File: src/hw/rtl/ffha_pkg.sv
// Shared types and constants of the first-fit heap allocator.
package ffha_pkg;

    localparam logic [31:0] HEAP_BASE_DEF    = 32'h0010_0000;
    localparam int          HEAP_BYTES_DEF   = 65536;
    localparam int          HEADER_BYTES_DEF = 12;

    localparam int REQ_W     = 17;
    localparam int ADDR_W    = 32;
    localparam int SIZE_W    = REQ_W + 1;
    localparam int STATUS_W  = 2;
    localparam int ROUND_ADD = 7;
    localparam int SPLIT_PAD = 8;

    localparam int S_TDATA_W = 56;
    localparam int S_TUSER_W = 1;
    localparam int M_TDATA_W = 40;

    typedef enum logic {
        OP_ALLOC = 1'b0,
        OP_FREE  = 1'b1
    } op_t;

    typedef enum logic [STATUS_W-1:0] {
        STAT_DONE    = 2'd0,
        STAT_OOM     = 2'd1,
        STAT_IGNORED = 2'd2
    } status_t;

    typedef enum logic {
        ALU_ADD = 1'b0,
        ALU_SUB = 1'b1
    } alu_op_t;

    typedef enum logic [4:0] {
        ST_CLEAR,
        ST_IDLE,
        ST_A_ROUND,
        ST_A_READ,
        ST_A_CHECK,
        ST_A_NEXT1,
        ST_A_NEXT2,
        ST_A_HDR,
        ST_A_ADDR,
        ST_A_SPLIT,
        ST_A_REM,
        ST_A_WR_NEW,
        ST_A_WR_CUR,
        ST_F_SUB1,
        ST_F_SUB2,
        ST_F_READ,
        ST_F_CHECK,
        ST_F_NX1,
        ST_F_NX2,
        ST_F_NREAD,
        ST_F_NCHK,
        ST_F_MERGE,
        ST_F_WR_NXT,
        ST_F_WR_CUR,
        ST_RESP
    } state_t;

    typedef struct packed {
        logic              valid;
        op_t               op;
        logic [REQ_W-1:0]  request_size;
        logic [ADDR_W-1:0] free_address;
    } req_t;

    typedef struct packed {
        logic              valid;
        logic [ADDR_W-1:0] result_address;
        status_t           status;
    } rsp_t;

endpackage

File: src/hw/rtl/ffha_alu.sv
// Shared 32-bit add/subtract unit with an unsigned greater-or-equal flag on subtracts.
module ffha_alu (
    input  ffha_pkg::alu_op_t             op,
    input  logic [ffha_pkg::ADDR_W-1:0]   a,
    input  logic [ffha_pkg::ADDR_W-1:0]   b,
    output logic [ffha_pkg::ADDR_W-1:0]   res,
    output logic                          ge
);

    logic                        sub;
    logic [ffha_pkg::ADDR_W-1:0] b_eff;
    logic                        carry;

    assign sub   = (op == ffha_pkg::ALU_SUB);
    assign b_eff = sub ? ~b : b;

    // A subtract is a + ~b + 1; its carry out is set exactly when a >= b.
    assign {carry, res} = {1'b0, a} + {1'b0, b_eff} + {{ffha_pkg::ADDR_W{1'b0}}, sub};
    assign ge = sub & carry;

endmodule

File: config.mk
export PLATFORM = sky130hd
export DESIGN_NAME = ffha_alu
export DESIGN_NICKNAME = d
export VERILOG_FILES = /design/src/hw/rtl/ffha_pkg.sv /design/src/hw/rtl/ffha_alu.sv
export SDC_FILE = /design/constraint.sdc
export NUM_CORES = 1
export LEC_CHECK = 0
export BUFFER_PORTS_ARGS = -buffer_cell sky130_fd_sc_hd__buf_2
export CAP_MARGIN = 30
export CORE_AREA = 2 2 71 73
export DETAILED_ROUTE_END_ITERATION = 7
export DIE_AREA = 0 0 73 75
export PLACE_DENSITY = 0.81
export SYNTH_ARGS = -nofsm -noshare
export SYNTH_HDL_FRONTEND = slang
export SYNTH_SLANG_ARGS = --single-unit
File: constraint.sdc
create_clock -name vclk -period 5
set_clock_uncertainty 0.2 [all_clocks]
set_input_delay 0.25 -clock vclk [all_inputs]
set_output_delay 0.25 -clock vclk [all_outputs]
set_load 0.01 [all_outputs]
Word-level counts from Yosys, hierarchy flattened --
Index checks and enable logic that the tools add are counted.
Storage, ports and cells: flip-flop bits (word level) 0, input bits 65, output and inout bits 33, logic and storage cells 5
Operators by class: $add $sub $neg 2, multiplexer cells 1, bitwise operators 2
Operators with widths (number):
- adder 32 x 32 -> 33 bit | 1
- adder 33 x 1 -> 33 bit | 1
- 2-to-1 mux 32 bit | 1
- inverter 32 bit | 1
- AND 1 bit | 1

Depth between registers and ports, before layout --
Gate-level depths: netlist of the first run.
depth after elaboration 5, mapped depth 11, mapped depth without buffers 9

Worst setup path after synthesis of the first run --
No wires, ideal clock.
path type input to output, start point input op, end point output res[22] (netlist bit), arrival 2.673 ns, required time 4.550 ns, setup slack 1.877 ns, stages on the path 10, path buffers 3, cells stage by stage buf_4 -> buf_1 -> xor2_1 -> ha_1 -> buf_2 -> a21oi_1 -> nand2_1 -> a221oi_1 -> nand2_1 -> a311oi_1
Between the ends: longest elaborated chain between the ends 3
Ends and longest elaborated chain:
- start, declared | RTL line ffha_alu.sv:3 | input ffha_pkg::alu_op_t op,
- 2-to-1 mux 32 bit | RTL line ffha_alu.sv:15 | assign b_eff = sub ? ~b : b;
- adder 32 x 32 -> 33 bit | RTL line ffha_alu.sv:18 | assign {carry, res} = {1'b0, a} + {1'b0, b_eff} + {{ffha_pkg::ADDR_W{1'b0}}, sub};
- adder 33 x 1 -> 33 bit * | RTL line ffha_alu.sv:18
- end, declared | RTL line ffha_alu.sv:6 | output logic [ffha_pkg::ADDR_W-1:0] res,
Every way passes the cells marked *; elsewhere a longest branch is shown, timed or not.

Worst setup path in the final report of the first run --
start point input op, end point output res[25] (netlist bit)
The elaborated chain is that of the path after synthesis.

==> flow_summary.ini, run 1 <==
[detailed_routing]
dr_total_vias = 2622
dr.pass1.iters = 4
drc = 0
ant_nets = 0
wl_mm = 6.24
vias_per_cell = 5.70
drtIter0Drc = 218
wl_per_cell_um = 13.6

[floorplan]
ios = 98
placementRows = 25
core_mm2 = 0.00466
start_util_pct = 49.0
dieArea_mm2 = 0.00548
die_h_um = 75
die_w_um = 73

[global_route]
grt_pass1_vias = 2342
gr-usage-all-layers_pct = 21.7
grt_pass1_wl_mm = 10.0
grt_overflow = 0
antenna_found_initial = 0
grt_max_degree = 20

[critical_path]
crit_type = in -> out
crit_required_ns = 4.55
cp_slowest_cell = a2111oi_2
crit_arrival_ns = 3.12
cp_max_fo = 19
path_cells = buf_2 -> buf_4 -> xor2_1 -> ha_1 -> a21oi_1 -> o211ai_1 -> a22oi_4 -> o21ai_2 -> mux2i_1 -> a2111oi_2 -> buf_2
slowest_delay_ns = 0.40
end_kind = primary output
start_kind = primary input
path_common_cell = buf_2

[synthesis]
syn_area_mm2 = 0.00228
synth_top_area_cell = ha_1
synthCells = 323
yosysTopAreaCellShare_pct = 17.0
syn-num-nets = 420
ys_types = 55
yosysSeqAreaShare_pct = 0
synthTopCellsByCount = 41 x xor2_1, 34 x a21oi_1, 31 x ha_1, 31 x nand2_1, 23 x nor2_1
syn_area_per_cell_um2 = 7.07
synth_area_leaders = ha_1 17%, xor2_1 16%, a21oi_1 7.5%
yosys_warnings = 0
yosysMostFrequentCell = xor2_1

[layout]
clock_buffers = 0
diodes = 0
seqCellArea_um2 = 0
final_util_pct = 59.5
seq_cell_count = 0
instances_no_fill = 460
area_growth_pct = 21.4
drive_above_1_share_pct = 28.3
final_area_mm2 = 0.00277
nNetsFinal = 505

[hold_path]
hold_class = in -> out

[place]
placed_cell_area_mm2 = 0.00277
dp_slack_ns = 1.46
gp_congestion = 0.924
numPortBuffers = 98
dpl.hpwl_mm = 5.23
dp.cells = 460

[power_and_ir_drop]
power_per_cell_area_mw_per_mm2 = 214
peakVddDrop_mv = 0.102
power_uw = 593
leakage_nw = 1.32

[clocking]
post_cts_buffers = 0
hold_buffers = 0
cts_resized = 0

[outcome]
status = complete, no violations

[sta]
setup_tns_ns = 0
finalSetupViolations = 0
slew_headroom_pct = 55.0
timing.hold.ws_ns = 0.619
period_needed_ns = 3.57
fin_ws_ns = 1.43
worst_pin_slew_ns = 0.675
rsz0062_at_grt = false
fmax_ghz = 0.280
fin_crit_sh_pct = 71.5
drv_slew = 0
hold_viol = 0

[flow_run]
drv_cap = 0
report_power, final:
group	internal [mW]	switching (mW)	total [mW]	leakage, nW
Combinational	0.247	0.346	0.593	1.32
Clock	0	0	0	0
Sequential	0	0	0	0
Total	0.247	0.346	0.593	1.32
layer usage:
| metal | vias to the layer above | global-route usage (%) | share of wire [%] | wire [µm] |
|---|---|---|---|---|
| met5 | - | 0 | 0 | 0 |
| met4 | 0 | 3.29 | 0.93 | 58 |
| met3 | 6 | 0.937 | 5.4 | 338 |
| met2 | 100 | 37.4 | 47 | 2920 |
| met1 | 1162 | 30.4 | 47 | 2920 |
| li1 | 1354 | - | - | - |
layout make-up:
class / count / area [µm²]
Fill cell: 457 / 1890
Timing Repair Buffer: 99 / 498
Multi-Input combinational cell: 297 / 2170
Tap cell: 54 / 67.6
Inverter: 10 / 37.5
worst paths after layout:
path	startpoint	endpoint	slack, ns	depth (start not counted)
worst max-delay path	op	res[25]	1.43	11
worst min-delay path	a[0]	res[0]	0.62	3
worst max-delay path, delay by kind of cell:
kind                     cells  cell delay, ns
adder cells (fa/ha/maj)      1            0.30
AO/OA/AOI/OAI                5            1.23
XOR/XNOR                     1            0.21
buffers and inverters        3            0.96
multiplexers                 1            0.15
layout by cell type (no fill, tap or decap), types with 8 or more instances in the layout:
master / n
a21oi_1: 34
buf_2: 98
ha_1: 31
inv_1: 10
nand2_1: 31
nand3_1: 8
nand4_1: 8
nor2_1: 23
nor3_1: 11
o21ai_0: 21
xnor2_1: 17
xor2_1: 41
kinds of logic after synthesis:
group / Yosys count / synth area share (%)
compound gates: 108 / 33.2
simple gates: 97 / 20.2
fa+ha+maj: 32 / 17.9
mux: 2 / 1.42
xor+xnor: 58 / 22.2
buf+inv: 26 / 5.04
Power figures use the tool's default switching activity.
==> inputs of run 2 (changes only) <==
--- a/config.mk
+++ b/config.mk
@@ -7,10 +7,10 @@
 export LEC_CHECK = 0
 export BUFFER_PORTS_ARGS = -buffer_cell sky130_fd_sc_hd__buf_2
 export CAP_MARGIN = 30
-export CORE_AREA = 2 2 71 73
+export CORE_AREA = 2 2 74 76
 export DETAILED_ROUTE_END_ITERATION = 7
-export DIE_AREA = 0 0 73 75
-export PLACE_DENSITY = 0.81
+export DIE_AREA = 0 0 76 78
+export PLACE_DENSITY = 0.79
 export SYNTH_ARGS = -nofsm -noshare
 export SYNTH_HDL_FRONTEND = slang
 export SYNTH_SLANG_ARGS = --single-unit
==> constraint.sdc (replaced) <==
create_clock -name vclk -period 3.2
set_clock_uncertainty 0.2 [all_clocks]
set_input_delay 0.16 -clock vclk [all_inputs]
set_output_delay 0.16 -clock vclk [all_outputs]
set_load 0.01 [all_outputs]
==> run 2 against run 1 <==
Clock-buffer cell count unchanged. Via count increased by 2.8%. Critical endpoint is now res[26]. Flip-flop and latch count unchanged. First-iteration DRC count increased by 8.3%.
==> flow_summary.ini, run 2 (same netlist as run 1, synthesis figures left out) <==
[outcome]
status = complete, no violations

[place]
placed_cell_area_mm2 = 0.00286
numPortBuffers = 98
gp_congestion = 0.975
dpl.hpwl_mm = 5.49
dp.cells = 484

[layout]
seq_cell_count = 0
seqCellArea_um2 = 0
area_growth_pct = 26.0
clock_buffers = 0
diodes = 0
nNetsFinal = 513
instances_no_fill = 484
drive_above_1_share_pct = 30.2
final_area_mm2 = 0.00288
final_cell_mix = 98 x buf_2, 40 x xor2_1, 34 x a21oi_1
final_common_cell = buf_2

[detailed_routing]
drc = 0
ant_nets = 0
vias_per_cell = 5.57
dr_total_vias = 2695
wl_mm = 6.57
drtIter0Drc = 236
wl_per_cell_um = 13.6
dr.pass1.iters = 4

[hold_path]
holdPathStages = 3
min_from = a[0]
hold_class = in -> out
worstHoldEndpoint = res[0]

[power_and_ir_drop]
seqPwrFrac_pct = 0
leakage_nw = 1.36
power_frac_comb_pct = 100.0
swShare_pct = 58.0
p_sw_uw = 552
peakVddDrop_mv = 0.196
power_per_cell_area_mw_per_mm2 = 331
p_int_uw = 400
pwr-share-clk_pct = 0

[floorplan]
placementRows = 26
dieArea_mm2 = 0.00593
die_w_um = 76
start_util_pct = 45.3
ios = 98
die_h_um = 78
core_mm2 = 0.00504

[critical_path]
crit_type = in -> out
end_kind = primary output
crit_required_ns = 2.84
cp_max_fo = 9
start_kind = primary input
crit_arrival_ns = 2.68

[sta]
finalSetupViolations = 0
period_needed_ns = 3.04
fmax_ghz = 0.329
timing.hold.ws_ns = 0.433
drv_slew = 0
slew_headroom_pct = 69.4
fin_crit_sh_pct = 95.1
worst_pin_slew_ns = 0.455
hold_viol = 0
setup_tns_ns = 0

[global_route]
antenna_found_initial = 0
grt_pass1_vias = 2600
grt_overflow = 0
gr-usage-all-layers_pct = 21.2
grt_pass1_wl_mm = 11.1
grt_max_degree = 19

[flow_run]
drv_cap = 0

[clocking]
hold_buffers = 0
cts_resized = 0
post_cts_buffers = 0
-- run 2: changes by cell type in the layout (fill, tap and decap cells not counted) --
cell	previous run	this run
buf_4	1	8
a2111oi_0	1	0
xor2_1	41	40
buf_12	0	1
xor2_2	0	1
a2111oi_2	1	2
-- run 2: power groups by stage --
stage	clock network, mW	logic [mW]	registers (mW)
floorplan	0	0.643	0
global placement	0	0.924	0
detailed placement	0	0.936	0
CTS	0	0.941	0
global route	0	1.05	0
finish	0	0.952	0
-- run 2: final cells by class --
| class | instances | area (µm²) |
|---|---|---|
| fill | 496 | 2160 |
| inverter | 10 | 37.5 |
| multi-input combinational | 297 | 2180 |
| tap | 70 | 87.6 |
| timing repair buffer | 107 | 571 |
-- run 2: worst max path at each step --
stage          from  slack, ns      end  depth (start not counted)
2_1_floorplan    op       0.26  res[22]                         10
3_3_place_gp     op       0.27  res[26]                         11
5_1_grt          op      -0.01  res[26]                         11
4_1_cts          op       0.19  res[25]                         11
6_report         op       0.16  res[26]                         11
3_5_place_dp     op       0.21  res[25]                         11
-- run 2: metal layers --
layer / global-route usage [%] / up-vias / part of all wire, %
met3: 2.56 / 12 / 5.8
met5: 0 / - / 0
met1: 28.0 / 1209 / 44
met4: 6.00 / 0 / 1.8
met2: 36.4 / 105 / 48
li1: - / 1369 / -
-- run 2: through the flow --
stage | utilization (%) | setup WS, ns | power (mW)
2_1_floorplan | - | 0.257 | 0.643
3_3_place_gp | 56.8 | 0.266 | 0.924
3_5_place_dp | 56.8 | 0.208 | 0.936
4_1_cts | 56.8 | 0.195 | 0.941
5_1_grt | 57.1 | -0.0104 | 1.05
6_report | 57.1 | 0.158 | 0.952
-- run 2: critical path: stages --
cell	delay (ns)
buf_2	0.16
buf_4	0.23
mux2i_4	0.11
fa_1	0.41
nand2b_1	0.20
a21oi_2	0.19
o2111ai_2	0.20
a21o_1	0.27
a2111oi_2	0.38
and3b_1	0.24
buf_2	0.14
